## src/rtl/ring_queue_with_insert_assert.svh

```systemverilog
// Assertion macros for the ring queue with positional insert.
`ifndef RING_QUEUE_WITH_INSERT_ASSERT_SVH
`define RING_QUEUE_WITH_INSERT_ASSERT_SVH

// A condition that must hold at every clock edge outside reset.
`define RQI_ALWAYS(name, cond, msg) \
    name: assert property (@(posedge clk) disable iff (!rst_n) (cond)) \
        else $error(msg);

// An antecedent that implies a consequent in the same cycle.
`define RQI_IMPLY(name, ante, cons, msg) \
    name: assert property (@(posedge clk) disable iff (!rst_n) (ante) |-> (cons)) \
        else $error(msg);

`endif

```

## src/rtl/rqi_pkg.sv

```systemverilog
// Package with the types and codes of the ring queue with positional insert.
`default_nettype none

package rqi_pkg;

    localparam int DEPTH_DEF = 16;

    localparam logic [1:0] FUNC_PUSH   = 2'd0;
    localparam logic [1:0] FUNC_POP    = 2'd1;
    localparam logic [1:0] FUNC_INSERT = 2'd2;

    localparam logic [1:0] ST_OK       = 2'd0;
    localparam logic [1:0] ST_OVERFLOW = 2'd1;
    localparam logic [1:0] ST_EMPTY    = 2'd2;

    typedef logic [4:0] pos_t;
    typedef logic [4:0] occ_t;

    typedef struct packed {
        logic [1:0]  func;
        pos_t        pos;
        logic [31:0] req_id;
        logic [7:0]  req_type;
    } in_item_t;

    typedef struct packed {
        logic [1:0]  status;
        logic [31:0] out_id;
        logic [7:0]  out_type;
        occ_t        occupancy;
    } out_item_t;

    typedef struct packed {
        logic [31:0] req_id;
        logic [7:0]  req_type;
    } entry_t;

    localparam int ENTRY_W = $bits(entry_t);

endpackage

`default_nettype wire

```

## src/rtl/rqi_ram.sv

```systemverilog
// Generic single-port-write, single-port-read RAM with a registered read.
`default_nettype none

module rqi_ram #(
    parameter int WIDTH = 8,
    parameter int DEPTH = 16
) (
    input  wire logic                     clk,
    input  wire logic                     we,
    input  wire logic [$clog2(DEPTH)-1:0] waddr,
    input  wire logic [WIDTH-1:0]         wdata,
    input  wire logic                     re,
    input  wire logic [$clog2(DEPTH)-1:0] raddr,
    output logic      [WIDTH-1:0]         rdata
);

    logic [WIDTH-1:0] mem [DEPTH];

    always_ff @(posedge clk)
    begin
        if (we)
        begin
            mem[waddr] <= wdata;
        end
        if (re)
        begin
            rdata <= mem[raddr];
        end
    end

endmodule

`default_nettype wire

```

## src/rtl/ring_queue_with_insert.sv

```systemverilog
// Top level of the ring queue with push, pop and insert at a logical position.
//
//   channel | valid     | stall     | payload
//   --------+-----------+-----------+----------------------------------
//   request | req_valid | req_stall | req (func, pos, req_id, req_type)
//   result  | rsp_valid | rsp_stall | rsp (status, out_id, out_type, occupancy)
//
// Push, append, front insert, overflow, empty pop and unused codes finish in S_EXEC.
// A pop that returns an entry also passes through S_POPRD for the registered RAM read.
// A middle insert does one RAM read and one write per moved entry in S_SHIFT, then S_INSWR.
// Reset clears head, tail and count; the entry RAM is not cleared.
// One result waits in the output register while the next item is taken;
// a second finished result holds the block until the first transfer.
`default_nettype none

module ring_queue_with_insert #(
    parameter int DEPTH = rqi_pkg::DEPTH_DEF
) (
    input  wire logic              clk,
    input  wire logic              rst_n,
    input  wire logic              req_valid,
    output logic                   req_stall,
    input  wire rqi_pkg::in_item_t req,
    output logic                   rsp_valid,
    input  wire logic              rsp_stall,
    output rqi_pkg::out_item_t     rsp
);

    `include "ring_queue_with_insert_assert.svh"

    localparam int AW   = $clog2(DEPTH);
    localparam int CW   = $clog2(DEPTH + 1);
    localparam int CMPW = (CW > $bits(rqi_pkg::pos_t)) ? CW : $bits(rqi_pkg::pos_t);

    localparam logic [2:0] S_IDLE  = 3'd0;
    localparam logic [2:0] S_EXEC  = 3'd1;
    localparam logic [2:0] S_POPRD = 3'd2;
    localparam logic [2:0] S_SHIFT = 3'd3;
    localparam logic [2:0] S_INSWR = 3'd4;
    localparam logic [2:0] S_WAIT  = 3'd5;

    function automatic logic [AW-1:0] wrap_inc(input logic [AW-1:0] i);
        return (i == AW'(DEPTH - 1)) ? '0 : i + 1'b1;
    endfunction

    function automatic logic [AW-1:0] wrap_dec(input logic [AW-1:0] i);
        return (i == '0) ? AW'(DEPTH - 1) : i - 1'b1;
    endfunction

    logic [2:0]         state_reg, state_next;
    logic [AW-1:0]      head_reg, head_next;
    logic [AW-1:0]      tail_reg, tail_next;
    logic [CW-1:0]      count_reg, count_next;
    logic [AW-1:0]      rdaddr_reg, rdaddr_next;
    logic [CMPW-1:0]    cnt_reg, cnt_next;
    rqi_pkg::in_item_t  item_reg;
    rqi_pkg::out_item_t pend_reg;
    rqi_pkg::out_item_t rsp_reg;
    logic               rsp_valid_reg;

    logic               ram_we;
    logic [AW-1:0]      ram_waddr;
    rqi_pkg::entry_t    ram_wdata;
    logic               ram_re;
    logic [AW-1:0]      ram_raddr;
    rqi_pkg::entry_t    ram_rdata;

    logic               req_xfer;
    logic               out_free;
    logic               fin;
    logic [1:0]         fin_status;
    rqi_pkg::entry_t    fin_entry;
    rqi_pkg::out_item_t fin_item;
    logic               full;
    logic [CMPW-1:0]    pos_ext;
    logic [CMPW-1:0]    count_ext;

    rqi_ram #(
        .WIDTH (rqi_pkg::ENTRY_W),
        .DEPTH (DEPTH)
    ) u_ram (
        .clk   (clk),
        .we    (ram_we),
        .waddr (ram_waddr),
        .wdata (ram_wdata),
        .re    (ram_re),
        .raddr (ram_raddr),
        .rdata (ram_rdata)
    );

    assign req_stall = (state_reg != S_IDLE);
    assign req_xfer  = req_valid && !req_stall;
    assign out_free  = !rsp_valid_reg || !rsp_stall;
    assign rsp_valid = rsp_valid_reg;
    assign rsp       = rsp_reg;

    assign full      = (count_reg == CW'(DEPTH));
    assign pos_ext   = CMPW'(item_reg.pos);
    assign count_ext = CMPW'(count_reg);

    always_comb
    begin
        state_next  = state_reg;
        head_next   = head_reg;
        tail_next   = tail_reg;
        count_next  = count_reg;
        rdaddr_next = rdaddr_reg;
        cnt_next    = cnt_reg;
        ram_we      = 1'b0;
        ram_waddr   = tail_reg;
        ram_wdata   = '{req_id: item_reg.req_id, req_type: item_reg.req_type};
        ram_re      = 1'b0;
        ram_raddr   = head_reg;
        fin         = 1'b0;
        fin_status  = rqi_pkg::ST_OK;
        fin_entry   = '0;

        case (state_reg)
            S_IDLE:
            begin
                if (req_xfer)
                begin
                    state_next = S_EXEC;
                end
            end
            S_EXEC:
            begin
                case (item_reg.func)
                    rqi_pkg::FUNC_PUSH, rqi_pkg::FUNC_INSERT:
                    begin
                        if (full)
                        begin
                            fin        = 1'b1;
                            fin_status = rqi_pkg::ST_OVERFLOW;
                        end
                        else if (item_reg.func == rqi_pkg::FUNC_PUSH)
                        begin
                            ram_we     = 1'b1;
                            count_next = count_reg + 1'b1;
                            fin        = 1'b1;
                            if (count_reg == '0)
                            begin
                                ram_waddr = '0;
                                head_next = '0;
                                tail_next = wrap_inc('0);
                            end
                            else
                            begin
                                tail_next = wrap_inc(tail_reg);
                            end
                        end
                        else if (pos_ext >= count_ext)
                        begin
                            ram_we     = 1'b1;
                            tail_next  = wrap_inc(tail_reg);
                            count_next = count_reg + 1'b1;
                            fin        = 1'b1;
                        end
                        else if (item_reg.pos == '0)
                        begin
                            ram_we     = 1'b1;
                            ram_waddr  = wrap_dec(head_reg);
                            head_next  = wrap_dec(head_reg);
                            count_next = count_reg + 1'b1;
                            fin        = 1'b1;
                        end
                        else
                        begin
                            ram_re      = 1'b1;
                            rdaddr_next = head_reg;
                            cnt_next    = CMPW'(1);
                            state_next  = S_SHIFT;
                        end
                    end
                    rqi_pkg::FUNC_POP:
                    begin
                        if (count_reg == '0)
                        begin
                            fin        = 1'b1;
                            fin_status = rqi_pkg::ST_EMPTY;
                        end
                        else
                        begin
                            ram_re     = 1'b1;
                            state_next = S_POPRD;
                        end
                    end
                    default:
                    begin
                        fin = 1'b1;
                    end
                endcase
            end
            S_POPRD:
            begin
                fin        = 1'b1;
                fin_entry  = ram_rdata;
                head_next  = wrap_inc(head_reg);
                count_next = count_reg - 1'b1;
            end
            S_SHIFT:
            begin
                ram_we    = 1'b1;
                ram_waddr = wrap_dec(rdaddr_reg);
                ram_wdata = ram_rdata;
                if (cnt_reg < pos_ext)
                begin
                    ram_re      = 1'b1;
                    ram_raddr   = wrap_inc(rdaddr_reg);
                    rdaddr_next = wrap_inc(rdaddr_reg);
                    cnt_next    = cnt_reg + 1'b1;
                end
                else
                begin
                    state_next = S_INSWR;
                end
            end
            S_INSWR:
            begin
                ram_we     = 1'b1;
                ram_waddr  = rdaddr_reg;
                head_next  = wrap_dec(head_reg);
                count_next = count_reg + 1'b1;
                fin        = 1'b1;
            end
            S_WAIT:
            begin
                if (out_free)
                begin
                    state_next = S_IDLE;
                end
            end
            default:
            begin
                state_next = S_IDLE;
            end
        endcase

        if (fin)
        begin
            state_next = out_free ? S_IDLE : S_WAIT;
        end

        fin_item = '{status:    fin_status,
                     out_id:    fin_entry.req_id,
                     out_type:  fin_entry.req_type,
                     occupancy: rqi_pkg::occ_t'(count_next)};
    end

    always_ff @(posedge clk or negedge rst_n)
    begin
        if (!rst_n)
        begin
            state_reg     <= S_IDLE;
            head_reg      <= '0;
            tail_reg      <= '0;
            count_reg     <= '0;
            rsp_valid_reg <= 1'b0;
        end
        else
        begin
            state_reg <= state_next;
            head_reg  <= head_next;
            tail_reg  <= tail_next;
            count_reg <= count_next;
            if ((fin || state_reg == S_WAIT) && out_free)
            begin
                rsp_valid_reg <= 1'b1;
            end
            else if (rsp_valid_reg && !rsp_stall)
            begin
                rsp_valid_reg <= 1'b0;
            end
        end
    end

    always_ff @(posedge clk)
    begin
        rdaddr_reg <= rdaddr_next;
        cnt_reg    <= cnt_next;
        if (req_xfer)
        begin
            item_reg <= req;
        end
        if (fin && !out_free)
        begin
            pend_reg <= fin_item;
        end
        if (fin && out_free)
        begin
            rsp_reg <= fin_item;
        end
        else if (state_reg == S_WAIT && out_free)
        begin
            rsp_reg <= pend_reg;
        end
    end

    `RQI_IMPLY(a_no_rw_same_entry, ram_we && ram_re, ram_waddr != ram_raddr,
        "entry RAM read and written at the same address")
    `RQI_ALWAYS(a_count_bound, count_reg <= CW'(DEPTH),
        "queue count exceeds depth")
    `RQI_IMPLY(a_empty_pop_zero, rsp_valid && rsp.status == rqi_pkg::ST_EMPTY,
        rsp.out_id == '0 && rsp.out_type == '0 && rsp.occupancy == '0,
        "empty pop result carries a nonzero entry or count")

endmodule

`default_nettype wire
```

## config.mk

```make
export PLATFORM = sky130hd
export DESIGN_NAME = ring_queue_with_insert
export DESIGN_NICKNAME = d
export VERILOG_FILES = /design/src/rtl/rqi_pkg.sv /design/src/rtl/rqi_ram.sv /design/src/rtl/ring_queue_with_insert.sv
export VERILOG_INCLUDE_DIRS = /design/src /design/src/rtl
export SDC_FILE = /design/constraint.sdc
export NUM_CORES = 1
export LEC_CHECK = 0
export BUFFER_PORTS_ARGS = -buffer_cell sky130_fd_sc_hd__buf_2
export CELL_PAD_IN_SITES_DETAIL_PLACEMENT = 1
export CELL_PAD_IN_SITES_GLOBAL_PLACEMENT = 2
export CORE_MARGIN = 1
export CORE_UTILIZATION = 35
export CTS_CLUSTER_SIZE = 24
export DETAILED_ROUTE_END_ITERATION = 10
export GPL_TIMING_DRIVEN = 1
export PLACE_DENSITY = 0.69
export SLEW_MARGIN = 20
export SYNTH_ARGS = -nofsm -noshare
export SYNTH_HDL_FRONTEND = slang
export SYNTH_SLANG_ARGS = --single-unit
```

## constraint.sdc

```tcl
create_clock -name clk -period 6.75 [get_ports clk]
set_clock_uncertainty 0.15 [all_clocks]
set_input_delay 1.35 -clock clk [delete_from_list [all_inputs] [get_ports clk]]
set_output_delay 1.35 -clock clk [all_outputs]
set_load 0.005 [all_outputs]
```

**After elaboration in Yosys (flattened, before gate mapping)**

Memories as Yosys holds them, arrays and structs flattened. A register that Yosys moved wholly into a read port is not among the register bits.
Cells that the tools add are included.

- Reductions and logical operators: 31
- Muxes and demuxes: 86
- $add $sub $neg: 8
- Bitwise gates (word level): 1
- Eq/ne operators: 30
- Order comparisons: 2

Operators by type and width:

| kind | number |
|---|---|
| 2-to-1 mux 4 bit | 28 |
| 2-to-1 mux 47 bit | 2 |
| 2-to-1 mux 40 bit | 2 |
| 2-to-1 mux 5 bit | 11 |
| 2-to-1 mux 3 bit | 10 |
| case mux 4 bit (3 select lines) | 2 |
| != test 4 bit, second input constant | 5 |
| 2-to-1 mux 1 bit | 18 |
| != test 3 bit, second input constant | 6 |
| case mux 3 bit (5 select lines) | 1 |
| case mux 5 bit (3 select lines) | 1 |
| adder 4 x 1 -> 4 bit, second input constant | 3 |
| equality test 4 bit, second input constant | 3 |
| adder 5 x 1 -> 5 bit, second input constant | 2 |
| zero test 5 bit | 2 |
| != test 2 bit, second input constant | 5 |
| case mux 1 bit (2 select lines) | 5 |
| case mux 5 bit (2 select lines) | 1 |
| AND reduction 10 bit | 1 |
| zero test 4 bit | 2 |
| case mux 4 bit (2 select lines) | 1 |
| nonzero test 2 bit | 4 |
| subtractor 4 x 1 -> 4 bit, second input constant | 2 |
| AND reduction 7 bit | 1 |
| 24 further kinds | 40 |

- Bits of input ports: 51
- Output and inout port bits: 49
- Word-level logic and storage cells: 178
- Memories: 1
- Register bits after elaboration: 167
- RAM bits: 640

Memory list:

| memory | depth | bits a word | read ports | clocked after memory_dff | wr ports | RTL line | text |
|---|---|---|---|---|---|---|---|
| u_ram.mem | 16 | 40 | 1 | 1 | 1 | rqi_ram.sv:17 | `logic [WIDTH-1:0] mem [DEPTH];` |

**Logic depth before layout (Yosys ltp)**

Gate-level depths: netlist of the first run.

- Word-level depth: 10
- Depth in mapped cells: 11
- Depth with buffers taken out: 9

**Hierarchy**

A second synthesis of the first run with hierarchy kept.

- Cells, all modules: 1716
- Area, all modules: 33701.1 um2

By module, submodules not included:

| module | cells each | sequential area each (um2) | times used | area an instance (um2) |
|---|---|---|---|---|
| rqi_ram | 1040 | 20419.6 | 1 | 25530.7 |
| ring_queue_with_insert | 676 | 4929.7 | 1 | 8170.3 |

**Least setup slack after synthesis of the first run**

OpenSTA, ideal clock, no wires.

- Kind: flip-flop to flip-flop
- Start point: reg count_reg[2], in the netlist count_ext[2]
- End point: reg u_ram.rdata[0] (read register of u_ram.mem), enable pin
- Required time: 6.107 ns
- Data arrival time: 4.553 ns
- Path buffers: 1
- Path slack: 1.554 ns
- Stages on the path, launching flop included: 9
- Library setup time: 0.493 ns
- Clock period less this slack: 5.196 ns
- Cell sequence: dfrtp_1 > inv_1 > ha_1 > a21oi_1 > o21ai_1 > a21oi_1 > clkbuf_1 > a31oi_1 > o21ai_0

- Longest elaborated chain between the ends: 6
- Elaborated cells on any way between the ends: 9
- Those cells by class: order compare: 1; eq/ne: 1; mux: 6; reduce/logical: 1

RTL lines:

| what | RTL line | text |
|---|---|---|
| start: declaration | ring_queue_with_insert.sv:53 | `logic [CW-1:0] count_reg, count_next;` |
| start signal: assignment | ring_queue_with_insert.sv:265 | `count_reg <= count_next;` |
| >= comparator 5 bit | ring_queue_with_insert.sv:152 | `else if (pos_ext >= count_ext)` |
| 2-to-1 mux 1 bit | ring_queue_with_insert.sv:152 |  |
| 2-to-1 mux 1 bit | ring_queue_with_insert.sv:136 | `else if (item_reg.func == rqi_pkg::FUNC_PUSH)` |
| 2-to-1 mux 1 bit | ring_queue_with_insert.sv:131 | `if (full)` |
| case mux 1 bit (2 select lines) * | ring_queue_with_insert.sv:128 | `case (item_reg.func)` |
| case mux 1 bit (2 select lines) * | ring_queue_with_insert.sv:118 | `case (state_reg)` |
| net ram_re | ring_queue_with_insert.sv:64 | `logic ram_re;` |
| end: declaration | rqi_ram.sv:14 | `output logic [WIDTH-1:0] rdata` |

The timed path passes the listed nets; every way through them passes the cells marked *.
A chain may end at the register's enable or synchronous reset.

**Worst setup path in the final report of the first run**

- Start point: reg state_reg[1]
- End point: reg u_ram.rdata[35] (read register of u_ram.mem), data pin

- Longest elaborated chain between the ends: 2
- Elaborated cells on any way between the ends: 4
- Those cells by class: eq/ne: 2; mux: 2

RTL lines:

| what | RTL line | text |
|---|---|---|
| start: declaration | ring_queue_with_insert.sv:50 | `logic [2:0] state_reg, state_next;` |
| start signal: assignment | ring_queue_with_insert.sv:262 | `state_reg <= state_next;` |
| equality test 3 x 2 -> 1 bit or equality test 3 x 1 -> 1 bit (tied branches) | ring_queue_with_insert.sv:118 |  |
| case mux 1 bit (2 select lines) or 2-to-1 mux 4 bit (tied branches) | ring_queue_with_insert.sv:118 |  |

Parallel ways exist; a longest one is shown, timed or not.

==> impl_summary.log, run 1 <==
INFO  metric timing.final.hold_violations = 0
INFO  metric final-max-slew-violation-count = 0
INFO  metric crit_slowest_cell = sky130_fd_sc_hd__nor2_1
INFO  metric netlist-cell-type-count = 70
INFO  metric area_growth = 14.5%
INFO  metric clock_power_share = 0.255
INFO  metric seq_power_share = 0.402
INFO  metric p_switching = 6.81 mW
INFO  metric vdd.ir_drop.worst = 225 uV
INFO  metric placed_area = 40500 um^2
INFO  metric drt_wl_total = 111 mm
INFO  metric route.antenna.remaining_nets = 0
INFO  metric antenna_found_initial = 5
INFO  metric time_the_worst_path_needs_with_i_o_delays_and_setup = 4680 ps
INFO  metric postSynth.topFlopCell = sky130_fd_sc_hd__edfxtp_1
INFO  metric post_drt_wl_per_cell = 29.9 um
INFO  metric cts_tree = built
INFO  metric postSynthAreaPerCell = 18.1 um^2
INFO  metric critical_path.max_fanout = 31
INFO  metric clock_insertion_delay_worst_skew = 690 ps
INFO  metric outcome = finished clean
INFO  metric power_switching_share = 0.344
INFO  metric cpPeakStageDelay = 1020 ps
INFO  metric synth_area_leaders = sky130_fd_sc_hd__edfxtp_1 (66%), sky130_fd_sc_hd__mux4_2 (19%), sky130_fd_sc_hd__nand2_1 (2.4%)
INFO  metric detailroute.via_count = 21.7k
INFO  metric synth_area = 38000 um^2
INFO  metric p_int = 13.0 mW
INFO  metric grt_remaining_overflow = 0
INFO  metric proportion_of_layout_cells_with_a_drive_suffix_above_1 = 0.306
INFO  metric setup.worst_path.class = reg -> reg
INFO  metric worstMarginPinSlew = 1170 ps
INFO  metric fillerInstances = 10.3k
INFO  metric dr.pass1.iters = 5
INFO  metric clock_buffers_created_by_tritoncts = 93
INFO  metric yosys_register_bits = 847
INFO  metric clock_tree.root_cell = sky130_fd_sc_hd__clkbuf_16
INFO  metric yosys.area.top_type_share = 0.656
INFO  metric ff2ff_setup_slack = 2070 ps
INFO  metric h_tree_depth = 3
INFO  metric synth-seq-area-share = 0.667
INFO  metric cp.arrival = 5060 ps
INFO  metric place.detailed.instances = 3526
INFO  metric synth_fp_nets = 2173
INFO  metric period_share = 0.693
INFO  metric post_cts_buffers = 0
INFO  metric whs = 386 ps
INFO  metric initial_drc_count = 2155
INFO  metric grt_pass1_wl = 164 mm
INFO  metric synthesis.yosys.warnings = 0
INFO  metric cts_sinks = 847
INFO  metric setup_slack = 2070 ps
INFO  metric floorplan.core_area = 107000 um^2
INFO  metric finalWeightedCongestion = 0.837
INFO  metric finalNetCount = 2287
INFO  metric port_buffers = 99
INFO  metric dpl.hpwl = 65.3 mm
INFO  metric yosysTopAreaCell = sky130_fd_sc_hd__edfxtp_1
INFO  metric synth-edff-count = 830
INFO  metric finalSetupTns = 0 ps
INFO  metric async_reset_ff_frac = 0.0201
INFO  metric synthCells = 2105
INFO  metric die_h = 332 um
INFO  metric holdCritPathClass = reg -> reg
INFO  metric detail_route.drc_violations = 0
INFO  metric cts-resized-gates = 0
INFO  metric crit_required = 7140 ps
INFO  metric leakage = 14.0 nW
INFO  metric fin_cells = 3702
INFO  metric cellPowerDensity = 455 nW/um^2
INFO  metric start_util = 0.354
INFO  metric holdBufCountCts = 0
INFO  metric gr-usage-all-layers = 0.202
INFO  metric preCtsSetupSlack = 1990 ps
INFO  metric vias_in_the_first_global_route = 23.6k
INFO  metric post_drt_via_cell_ratio = 5.85
INFO  metric ctsLongestPathBuffers = 3
INFO  metric floorplan.die_area = 110000 um^2
INFO  metric report.final.setup_viol = 0
INFO  metric io_pins = 100
INFO  metric crit_path_cell_trace = buf_4 > nand3b_1 > buf_4 > a211o_1 > a21o_1 > nand2_1 > nor2_1 > nand2_1 > nand3_1
INFO  metric slew_headroom = 0.220
INFO  metric worst_setup_path_start_kind = flop
INFO  metric timing.max_cap.violations = 0
INFO  metric max_freq = 214 MHz
INFO  metric num_antenna_cells = 0
INFO  metric setup.worst_path.end_class = flop
INFO  metric cts.reportedPaths.clkPinSlew = 70 ps
INFO  metric largest_reg_flops = 640
INFO  metric comb_power_share = 0.343
INFO  metric rsz0062_at_grt = no
INFO  metric std_cell_rows = 120
INFO  metric utilization = 0.406
INFO  metric finalInstanceArea = 43500 um^2
INFO  metric dieWidth = 332 um
INFO  metric finalPower = 19.8 mW
INFO  metric grt_max_degree = 125
[routing by layer]
layer / vias to the layer above / part of all wire / GRT usage
met5: - / 0 / 0
met4: 0 / 0.024 / 0.0594
met3: 152 / 0.061 / 0.0330
met2: 815 / 0.49 / 0.337
met1: 11700 / 0.42 / 0.270
li1: 8961 / - / -
[final timing paths]
path,start,end,depth (start not counted)
worst max-delay path,state_reg[1],u_ram.rdata[35],9
worst min-delay path,pend_reg[3],rsp[3],1
worst max register to register,state_reg[1],u_ram.rdata[35],9
worst min register to register,pend_reg[3],rsp[3],1
max in group asynchronous,rst_n,head_reg[1],1
min in group asynchronous,rst_n,head_reg[0],1
[cell families after synthesis]
logic type	synth area share
AO/OA/AOI/OAI	0.0443
XOR/XNOR	0.00184
adder cells (fa/ha/maj)	0.00559
buffers and inverters	0.0179
flip-flops	0.667
multiplexers	0.214
AND/OR/NAND/NOR	0.0496
[layout make-up]
type                       count  area, um^2  area share
clock buffer                 110        2410      0.0554
clock inverter                65         603      0.0139
inverter                      22        82.6     0.00190
multi-input combinational   1098       12300       0.282
sequential                   847       25400       0.582
tap                         1403        1760      0.0403
timing repair buffer         157        1060      0.0244
[worst max-delay path: cells and delay by family (launching register included)]
kind                   cells  cell delay, ps
AOI/OAI and AO/OA          2             780
buffers and inverters      2             770
DFF                        1             630
and+or+nand+nor            5            2150
[synthesized netlist by cell type (4+ instances only)]
library cell / number
sky130_fd_sc_hd__o21ai_1: 12
sky130_fd_sc_hd__mux4_2: 320
sky130_fd_sc_hd__buf_2: 44
sky130_fd_sc_hd__clkbuf_1: 82
sky130_fd_sc_hd__nand2_1: 241
sky130_fd_sc_hd__a22oi_1: 40
sky130_fd_sc_hd__edfxtp_1: 830
sky130_fd_sc_hd__nor2b_1: 4
sky130_fd_sc_hd__nor3_1: 8
sky130_fd_sc_hd__xnor2_1: 6
sky130_fd_sc_hd__a21oi_1: 25
sky130_fd_sc_hd__a31oi_1: 10
sky130_fd_sc_hd__nand2b_1: 8
sky130_fd_sc_hd__buf_1: 8
sky130_fd_sc_hd__and3_1: 44
sky130_fd_sc_hd__ha_1: 17
sky130_fd_sc_hd__nand3_1: 53
sky130_fd_sc_hd__o21ai_0: 63
sky130_fd_sc_hd__dfrtp_1: 17
sky130_fd_sc_hd__nor2_1: 45
sky130_fd_sc_hd__mux2_2: 49
sky130_fd_sc_hd__a21o_1: 5
sky130_fd_sc_hd__mux2i_1: 38
sky130_fd_sc_hd__inv_1: 21
sky130_fd_sc_hd__a221oi_1: 42
sky130_fd_sc_hd__and2_1: 4
sky130_fd_sc_hd__o22ai_1: 6
[cells in the final DEF (no fill, tap or decap), drive strengths merged, types with 3 or more instances in the layout]
| cell type | count |
|---|---|
| buf | 157 |
| o21ai | 75 |
| a22oi | 40 |
| and3 | 44 |
| nor2 | 46 |
| nand2 | 241 |
| mux2i | 38 |
| dfrtp | 17 |
| a221oi | 42 |
| o211ai | 3 |
| nand2b | 8 |
| xnor2 | 6 |
| a21o | 5 |
| nor2b | 4 |
| a22o | 3 |
| mux2 | 49 |
| nor3b | 4 |
| a21oi | 25 |
| inv | 22 |
| a311oi | 3 |
| a211oi | 3 |
| ha | 17 |
| edfxtp | 830 |
| and2 | 5 |
| nand3 | 53 |
| a31oi | 10 |
| o22a | 3 |
| bufinv | 9 |
| o22ai | 6 |
| nor3 | 8 |
| clkbuf | 110 |
| clkinvlp | 4 |
| a32oi | 3 |
| mux4 | 320 |
| clkinv | 52 |
[power groups by stage]
stage	Combinational, mW	Clock (mW)	Sequential [mW]
2_1_floorplan	4.62	0	7.74
3_3_place_gp	6.74	0	8.01
3_5_place_dp	6.84	0	8.08
4_1_cts	6.88	5.17	7.98
5_1_grt	7.30	5.33	8.06
6_report	6.79	5.05	7.97
(Power assumes the default switching activity.)
==> run 2, diff against run 1 <==
--- a/config.mk
+++ b/config.mk
@@ -6,6 +6,7 @@
 export SDC_FILE = /design/constraint.sdc
 export NUM_CORES = 1
 export LEC_CHECK = 0
+export ABC_AREA = 1
 export BUFFER_PORTS_ARGS = -buffer_cell sky130_fd_sc_hd__buf_2
 export CELL_PAD_IN_SITES_DETAIL_PLACEMENT = 1
 export CELL_PAD_IN_SITES_GLOBAL_PLACEMENT = 2
@@ -14,7 +15,7 @@
 export CTS_CLUSTER_SIZE = 24
 export DETAILED_ROUTE_END_ITERATION = 10
 export GPL_TIMING_DRIVEN = 1
-export PLACE_DENSITY = 0.69
+export PLACE_DENSITY = 0.79
 export SLEW_MARGIN = 20
 export SYNTH_ARGS = -nofsm -noshare
 export SYNTH_HDL_FRONTEND = slang
==> constraint.sdc (replaced) <==
create_clock -name clk -period 3.8 [get_ports clk]
set_clock_uncertainty 0.15 [all_clocks]
set_input_delay 0.76 -clock clk [delete_from_list [all_inputs] [get_ports clk]]
set_output_delay 0.76 -clock clk [all_outputs]
set_load 0.005 [all_outputs]
==> run 2 against run 1 <==
Effect of this change:
- cell count rose by 34%
- sequential cell count stayed put
- power rose by 76%
- setup slack worse by 1800 ps
- maximum frequency rose by 33%
- sequential share of layout area increased by 2.2 points
- critical path depth increased by 5
- synthesized area decreased by 5.4%
- non-clock buffer count grew 58
- highest routed layer is now met5
==> impl_summary.log, run 2 <==
INFO  metric leakage = 17.3 nW (+23%)
INFO  metric place.detailed.instances = 4801 (+36%)
INFO  metric largest_reg_flops = 640 (unchanged)
INFO  metric use_met1 = 0.271 (+0.00124)
INFO  metric yosys.area.top_type_share = 0.693 (+0.0374)
INFO  metric post-synth-top-count-cell = sky130_fd_sc_hd__nand2_1
INFO  metric postSynthAreaPerCell = 10.7 um^2 (-41%)
INFO  metric cts_sinks = 847 (unchanged)
INFO  metric crit_slowest_cell = sky130_fd_sc_hd__dfrtp_1
INFO  metric grt_busiest_layer = met2
INFO  metric yosys_register_bits = 847 (unchanged)
INFO  metric finalNetCount = 3594 (+57%)
INFO  metric multiInputGateArea = 8480 um^2 (-31%)
INFO  metric worstMarginPinSlew = 765 ps (-402 ps)
INFO  metric worst_path_most_repeated_cell = sky130_fd_sc_hd__nand2_1
INFO  metric p_int = 21.8 mW (+67%)
INFO  metric async_reset_ff_frac = 0.0201 (unchanged)
INFO  metric ctsLongestPathBuffers = 3 (unchanged)
INFO  metric worst-r2r-cell-count = 14 (+5)
INFO  metric clock_tree.root_cell = sky130_fd_sc_hd__clkbuf_16
INFO  metric rsz0062_at_grt = no
INFO  metric placed_area = 39000 um^2 (-3.8%)
INFO  metric setup_slack = 283 ps (-1790 ps)
INFO  metric gr-usage-all-layers = 0.197 (-0.00438)
INFO  metric final-max-slew-violation-count = 0 (unchanged)
INFO  metric post_drt_via_cell_ratio = 4.86 (-17%)
INFO  metric port_buffers = 99 (unchanged)
INFO  metric crit_required = 3940 ps (-3200 ps)
INFO  metric comb_power_share = 0.353 (+0.010)
INFO  metric whs = 136 ps (-250 ps)
INFO  metric grt.met3_usage = 0.0267 (-0.00623)
INFO  metric synth_area = 36000 um^2 (-5.4%)
INFO  metric antenna_found_initial = 8 (+3)
INFO  metric xor_xnor_share_of_the_synthesized_area = 0.00146 (-0.000382)
INFO  metric synth-seq-area-share = 0.705 (+0.0381)
INFO  metric register_area = 25300 um^2 (about the same)
INFO  metric netlist-cell-type-count = 42 (-40%)
INFO  metric die_h = 323 um (-2.7%)
INFO  metric timing.max_cap.violations = 0 (unchanged)
INFO  metric detail_route.drc_violations = 0 (unchanged)
INFO  metric initial_drc_count = 1764 (-18%)
INFO  metric timing.final.hold_violations = 0 (unchanged)
INFO  metric grt_use_met2 = 0.326 (-0.0106)
INFO  metric clock_power_share = 0.258 (+0.003)
INFO  metric grt_pass1_wl = 154 mm (-5.7%)
INFO  metric cp.arrival = 3660 ps (-1400 ps)
INFO  metric start_util = 0.353 (-0.00117)
INFO  metric dpl.hpwl = 60.7 mm (-7.0%)
INFO  metric finalPower = 34.8 mW (+76%)
INFO  metric synthTopCellsByCount = sky130_fd_sc_hd__nand2_1 (1274), sky130_fd_sc_hd__edfxtp_1 (830), sky130_fd_sc_hd__nand3_1 (437)
INFO  metric ff2ff_setup_slack = 280 ps (-1790 ps)
INFO  metric finalInstanceArea = 42000 um^2 (-3.6%)
INFO  metric cpPeakStageDelay = 450 ps (-570 ps)
INFO  metric area_growth = 16.6%
INFO  metric main_combinational_cell_family_by_area_after_synthesis = simple AND/OR/NAND/NOR gates
INFO  metric postSynth.topFlopCell = sky130_fd_sc_hd__edfxtp_1
INFO  metric power_switching_share = 0.374 (+0.0308)
INFO  metric setup.worst_path.end_class = flop
INFO  metric synthesized_area_fraction_occupied_by_ao_oa_aoi_and_oai_cells = 0.0158 (-0.0285)
INFO  metric final_cell_mix = sky130_fd_sc_hd__nand2_1 (1272), sky130_fd_sc_hd__edfxtp_1 (830), sky130_fd_sc_hd__nand3_1 (435), sky130_fd_sc_hd__inv_1 (414), sky130_fd_sc_hd__buf_2 (99)
INFO  metric mux_contribution_to_synthesized_area = 0 (-0.214)
INFO  metric crit_path_cell_trace = inv_1 > ha_1 > nand2_1 > nand2_1 > nand2_1 > nand2_1 > nor2_4 > nand2_1 > o21ai_1 > nand3_1 > a21oi_1 > nand3_1 > nor2_4 > buf_4
INFO  metric post_drt_wl_per_cell = 20.5 um (-32%)
INFO  metric io_pins = 100 (unchanged)
INFO  metric setup.worst_path.class = reg -> reg
INFO  metric time_the_worst_path_needs_with_i_o_delays_and_setup = 3520 ps (-1160 ps)
INFO  metric std_cell_rows = 117 (-2.5%)
INFO  metric grt_max_degree = 99 (-21%)
INFO  metric min_delay_path_depth = 1 (unchanged)
INFO  metric finalWeightedCongestion = 0.793 (-5.2%)
INFO  metric holdCritPathClass = in -> reg
INFO  metric drt_wl_total = 102 mm (-8.2%)
INFO  metric clock_insertion_delay_worst_skew = 650 ps (-40 ps)
INFO  metric report.final.setup_viol = 0 (unchanged)
INFO  metric floorplan.core_area = 102000 um^2 (-5.1%)
INFO  metric clock_buffers_created_by_tritoncts = 90 (-3.2%)
INFO  metric synth-edff-count = 830 (unchanged)
INFO  metric fillerInstances = 11.2k (+8.1%)
INFO  metric grt_remaining_overflow = 0 (unchanged)
INFO  metric synth_fa_ha_area_frac = 0.00591 (+0.000320)
INFO  metric h_tree_depth = 3 (unchanged)
INFO  metric outcome = finished clean
INFO  metric synth_fp_nets = 3442 (+58%)
INFO  metric proportion_of_layout_cells_with_a_drive_suffix_above_1 = 0.107 (-0.200)
INFO  metric synth_area_leaders = sky130_fd_sc_hd__edfxtp_1 (69%), sky130_fd_sc_hd__nand2_1 (13%), sky130_fd_sc_hd__nand3_1 (6.1%)
INFO  metric num_antenna_cells = 0 (unchanged)
INFO  metric route.antenna.remaining_nets = 0 (unchanged)
INFO  metric cellPowerDensity = 830 nW/um^2 (+82%)
INFO  metric synthesis.yosys.warnings = 0 (unchanged)
INFO  metric period_share = 0.925 (+0.233)
INFO  metric floorplan.die_area = 104000 um^2 (-5.4%)
INFO  metric preCtsSetupSlack = 252 ps (-1740 ps)
INFO  metric vias_in_the_first_global_route = 24.9k (+5.6%)
INFO  metric slew_headroom = 0.490 (+0.270)
INFO  metric yosysTopAreaCell = sky130_fd_sc_hd__edfxtp_1
INFO  metric vdd.ir_drop.worst = 495 uV (+120%)
INFO  metric cts.reportedPaths.clkPinSlew = 60 ps (about the same)
INFO  metric detailroute.via_count = 24.1k (+11%)
INFO  metric cts_tree = built
INFO  metric dr.pass1.iters = 5 (unchanged)
INFO  metric mostFrequentLayoutCell = sky130_fd_sc_hd__nand2_1
INFO  metric worst_setup_path_start_kind = flop
INFO  metric seq_power_share = 0.390 (-0.012)
INFO  metric synthCells = 3374 (+60%)
INFO  metric area_share_of_and_or_nand_nor_cells_after_synthesis = 0.207 (+0.158)
INFO  metric max_freq = 284 MHz (+33%)
INFO  metric p_switching = 13.0 mW (+91%)
INFO  metric critical_path.max_fanout = 23 (-26%)
INFO  metric fin_cells = 4963 (+34%)
INFO  metric dieWidth = 323 um (-2.7%)
==> run 2: area by class of cell <==
cell class                      instances  share of cell area
Clock buffer                          112              0.0579
Clock inverter                         49              0.0130
Inverter                              424              0.0382
Multi-Input combinational cell       1948               0.202
Sequential cell                       847               0.604
Tap cell                             1368              0.0408
Timing Repair Buffer                  215              0.0437
==> run 2: logic make-up after synthesis <==
group,after synthesis
simple gates,1822
flops,847
buf+inv,579
compound gates,103
fa+ha+maj,17
xor+xnor,6
==> run 2: metal layers <==
metal / up-vias / share of wire
li1: 11400 / -
met1: 12100 / 0.46
met2: 475 / 0.47
met3: 145 / 0.042
met4: 2 / 0.021
met5: - / 0.00013
==> run 2: path summary, 6_finish.rpt <==
check                                   endpoint          from
worst max register to register  u_ram.mem[4][30]  count_ext[2]
worst max-delay path            u_ram.mem[4][30]  count_ext[2]
min in group asynchronous              rsp_valid         rst_n
worst min-delay path                item_reg[14]       req[14]
max in group asynchronous           state_reg[0]         rst_n
worst min register to register            rsp[7]   pend_reg[7]
==> run 2: per-stage QoR <==
step | TNS [ps] | utilization
2_1_floorplan | -134660 | -
3_3_place_gp | 0 | 0.382
3_5_place_dp | 0 | 0.382
4_1_cts | 0 | 0.412
5_1_grt | 0 | 0.412
6_report | 0 | 0.412
==> run 2: power groups by stage <==
stage | clock, mW | combinational, mW | sequential (mW)
after floorplan | 0 | 7.18 | 13.7
after global placement | 0 | 12.1 | 13.7
after detailed placement | 0 | 12.4 | 13.8
after CTS | 9.16 | 12.5 | 13.6
after global routing | 9.48 | 13.6 | 13.7
final | 8.97 | 12.3 | 13.6
==> run 2: critical path: cells and delay by family, from the launching register on <==
kind / cells / cell delay (ps)
simple gates: 9 / 1320
buf+inv: 2 / 530
flops: 1 / 450
compound gates: 2 / 380
fa+ha+maj: 1 / 310
==> run 2: repair_timing <==
| action | CTS | global route |
|---|---|---|
| hold endpoints to repair | 17 | 0 |
| setup buffers | 0 | 0 |
| setup endpoints to repair | 0 | 46 |
| gates resized for setup | 0 | 1 |
| hold buffers | 1 | 0 |
==> run 3, diff against run 2 <==
--- a/config.mk
+++ b/config.mk
@@ -16,6 +16,7 @@
 export DETAILED_ROUTE_END_ITERATION = 10
 export GPL_TIMING_DRIVEN = 1
 export PLACE_DENSITY = 0.79
+export RECOVER_POWER = 50
 export SLEW_MARGIN = 20
 export SYNTH_ARGS = -nofsm -noshare
 export SYNTH_HDL_FRONTEND = slang
==> run 3 against run 2 <==
Effect of this change:
- the run now ends with capacitance limit, slew limit left
- cell count is the same
- sequential power is essentially flat
- setup slack is essentially flat
- clock-buffer cell count is the same
- non-clock buffer count is the same
- critical path depth is the same
- critical endpoint unchanged
- highest routed layer unchanged
==> impl_summary.log, run 3 (synthesized netlist as in run 2, its figures left out) <==
INFO  metric antenna_found_initial = 8 (unchanged)
INFO  metric die_h = 323 um (unchanged)
INFO  metric vdd.ir_drop.worst = 492 uV (-0.63%)
INFO  metric clock_insertion_delay_worst_skew = 650 ps (about the same)
INFO  metric area_growth = 16.0%
INFO  metric floorplan.die_area = 104000 um^2 (unchanged)
INFO  metric port_buffers = 99 (unchanged)
INFO  metric cp.arrival = 3660 ps (about the same)
INFO  metric grt_remaining_overflow = 0 (unchanged)
INFO  metric cellPowerDensity = 830 nW/um^2 (about the same)
INFO  metric dieWidth = 323 um (unchanged)
INFO  metric outcome = finished, violations left
INFO  metric largest_reg_flops = 640 (unchanged)
INFO  metric period_share = 0.925 (about the same)
INFO  metric grt_pass1_wl = 154 mm (unchanged)
INFO  metric holdCritPathClass = in -> reg
INFO  metric clock_buffers_created_by_tritoncts = 90 (unchanged)
INFO  metric final_cell_mix = sky130_fd_sc_hd__nand2_1 (1272), sky130_fd_sc_hd__edfxtp_1 (830), sky130_fd_sc_hd__nand3_1 (436), sky130_fd_sc_hd__inv_1 (416), sky130_fd_sc_hd__clkbuf_1 (96)
INFO  metric post_drt_wl_per_cell = 20.5 um (-0.18%)
INFO  metric max_freq = 284 MHz (about the same)
INFO  metric route.antenna.remaining_nets = 0 (unchanged)
INFO  metric finalInstanceArea = 41700 um^2 (-0.51%)
INFO  metric post_cts_buffers = 0 (unchanged)
INFO  metric detailroute.via_count = 24.1k (+0.079%)
INFO  metric drt_wl_total = 102 mm (-0.18%)
INFO  metric gr-usage-all-layers = 0.197 (unchanged)
INFO  metric setup.worst_path.class = reg -> reg
INFO  metric h_tree_depth = 3 (unchanged)
INFO  metric timing.final.hold_violations = 0 (unchanged)
INFO  metric cts.reportedPaths.clkPinSlew = 60 ps (about the same)
INFO  metric mostFrequentLayoutCell = sky130_fd_sc_hd__nand2_1
INFO  metric setup.worst_path.end_class = flop
INFO  metric utilization = 0.410 (-0.00209)
INFO  metric start_util = 0.353 (unchanged)
INFO  metric worst_setup_path_start_kind = flop
INFO  metric cts_tree = built
INFO  metric io_pins = 100 (unchanged)
INFO  metric rsz0062_at_grt = no
INFO  metric detail_route.drc_violations = 0 (unchanged)
INFO  metric timing.max_cap.violations = 1 (+1)
INFO  metric post_drt_via_cell_ratio = 4.86 (about the same)
INFO  metric ctsLongestPathBuffers = 3 (unchanged)
INFO  metric vias_in_the_first_global_route = 24.9k (unchanged)
INFO  metric initial_drc_count = 1752 (-0.68%)
INFO  metric worstMarginPinSlew = 2060 ps (+1290 ps)
INFO  metric dpl.hpwl = 60.7 mm (unchanged)
INFO  metric cts_sinks = 847 (unchanged)
INFO  metric grt_max_degree = 99 (unchanged)
INFO  metric dr.pass1.iters = 5 (unchanged)
INFO  metric leakage = 17.1 nW (-1.5%)
INFO  metric placed_area = 39000 um^2 (unchanged)
INFO  metric fillerInstances = 11.2k (+0.47%)
INFO  metric critical_path.max_fanout = 23 (unchanged)
INFO  metric finalWeightedCongestion = 0.793 (unchanged)
INFO  metric std_cell_rows = 117 (unchanged)
INFO  metric num_antenna_cells = 0 (unchanged)
INFO  metric violations = capacitance limit, slew limit
INFO  metric report.final.setup_viol = 0 (unchanged)
INFO  metric crit_required = 3940 ps (about the same)
INFO  metric proportion_of_layout_cells_with_a_drive_suffix_above_1 = 0.0832 (-0.0234)
INFO  metric time_the_worst_path_needs_with_i_o_delays_and_setup = 3520 ps (-0.0250 ps)
INFO  metric floorplan.core_area = 102000 um^2 (unchanged)
INFO  metric finalNetCount = 3594 (unchanged)
INFO  metric slew_headroom = -0.376 (-0.867)
INFO  metric clock_tree.root_cell = sky130_fd_sc_hd__clkbuf_16
INFO  metric final-max-slew-violation-count = 19 (+19)
==> run 3: cell count changes in the layout (fill, tap and decap cells not counted), sizes merged <==
cell    previous run  this run
clkbuf           112       203
buf              214       123
==> run 3: worst paths after layout <==
path                               from  cells past startpoint               end  slack, ps
max                        count_ext[2]                     14  u_ram.mem[4][30]        280
min                             req[14]                      1      item_reg[14]        140
max reg2reg                count_ext[2]                     14  u_ram.mem[4][30]        280
min reg2reg                 pend_reg[7]                      2            rsp[7]        360
max in group asynchronous         rst_n                      2      state_reg[0]       1960
min in group asynchronous         rst_n                      2         rsp_valid        770
==> run 3: cell type report <==
| type | instances | area [um^2] | area share |
|---|---|---|---|
| multi-input combinational | 1948 | 8470 | 0.203 |
| timing repair buffer | 215 | 1630 | 0.0391 |
| inverter | 424 | 1600 | 0.0384 |
| clock buffer | 112 | 2430 | 0.0582 |
| sequential | 847 | 25300 | 0.607 |
| clock inverter | 49 | 544 | 0.0130 |
| tap | 1368 | 1710 | 0.0410 |
==> run 3: what timing repair did <==
| action | 4_1_cts | 5_1_grt |
|---|---|---|
| resized for setup | 0 | 1 |
| hold buffers | 1 | 0 |
| setup endpoints to repair | 0 | 46 |
| endpoints found under the hold margin | 17 | 0 |
==> run 3: worst max-delay path: stages, from the launching register on <==
cell	delay [ps]
sky130_fd_sc_hd__dfrtp_1	450
sky130_fd_sc_hd__inv_1	140
sky130_fd_sc_hd__ha_1	310
sky130_fd_sc_hd__nand2_1	70
sky130_fd_sc_hd__nand2_1	40
sky130_fd_sc_hd__nand2_1	50
sky130_fd_sc_hd__nand2_1	80
sky130_fd_sc_hd__nor2_4	230
sky130_fd_sc_hd__nand2_1	160
sky130_fd_sc_hd__o21ai_1	170
sky130_fd_sc_hd__nand3_1	140
sky130_fd_sc_hd__a21oi_1	210
sky130_fd_sc_hd__nand3_1	350
sky130_fd_sc_hd__nor2_4	210
sky130_fd_sc_hd__buf_4	390
==> run 3: power by group <==
part           total, mW  internal (mW)  leakage, nW  switching (mW)
Combinational       12.1           3.21         7.85            8.87
Clock               8.97           5.33         1.45            3.64
Sequential          13.6           13.1         7.76           0.500
==> run 3: metrics by stage <==
| step | instances | setup WS, ps | power, mW | TNS [ps] | hold WS (ps) |
|---|---|---|---|---|---|
| CTS | 4963 | 214 | 35.2 | 0 | 95.1 |
| floorplan | 3374 | -293 | 20.9 | -134660 | 314 |
| global route | 4963 | 26.9 | 36.7 | 0 | 107 |
| global placement | 4801 | 373 | 25.8 | 0 | 351 |
| detailed placement | 4801 | 252 | 26.1 | 0 | 354 |
| finish | 4963 | 283 | 34.6 | 0 | 137 |
==> run 3: layer usage <==
| layer | part of all wire | GRT usage |
|---|---|---|
| met1 | 0.46 | 0.271 |
| met2 | 0.47 | 0.326 |
| met3 | 0.044 | 0.0267 |
| met4 | 0.021 | 0.0516 |
| met5 | 0.00017 | 0 |
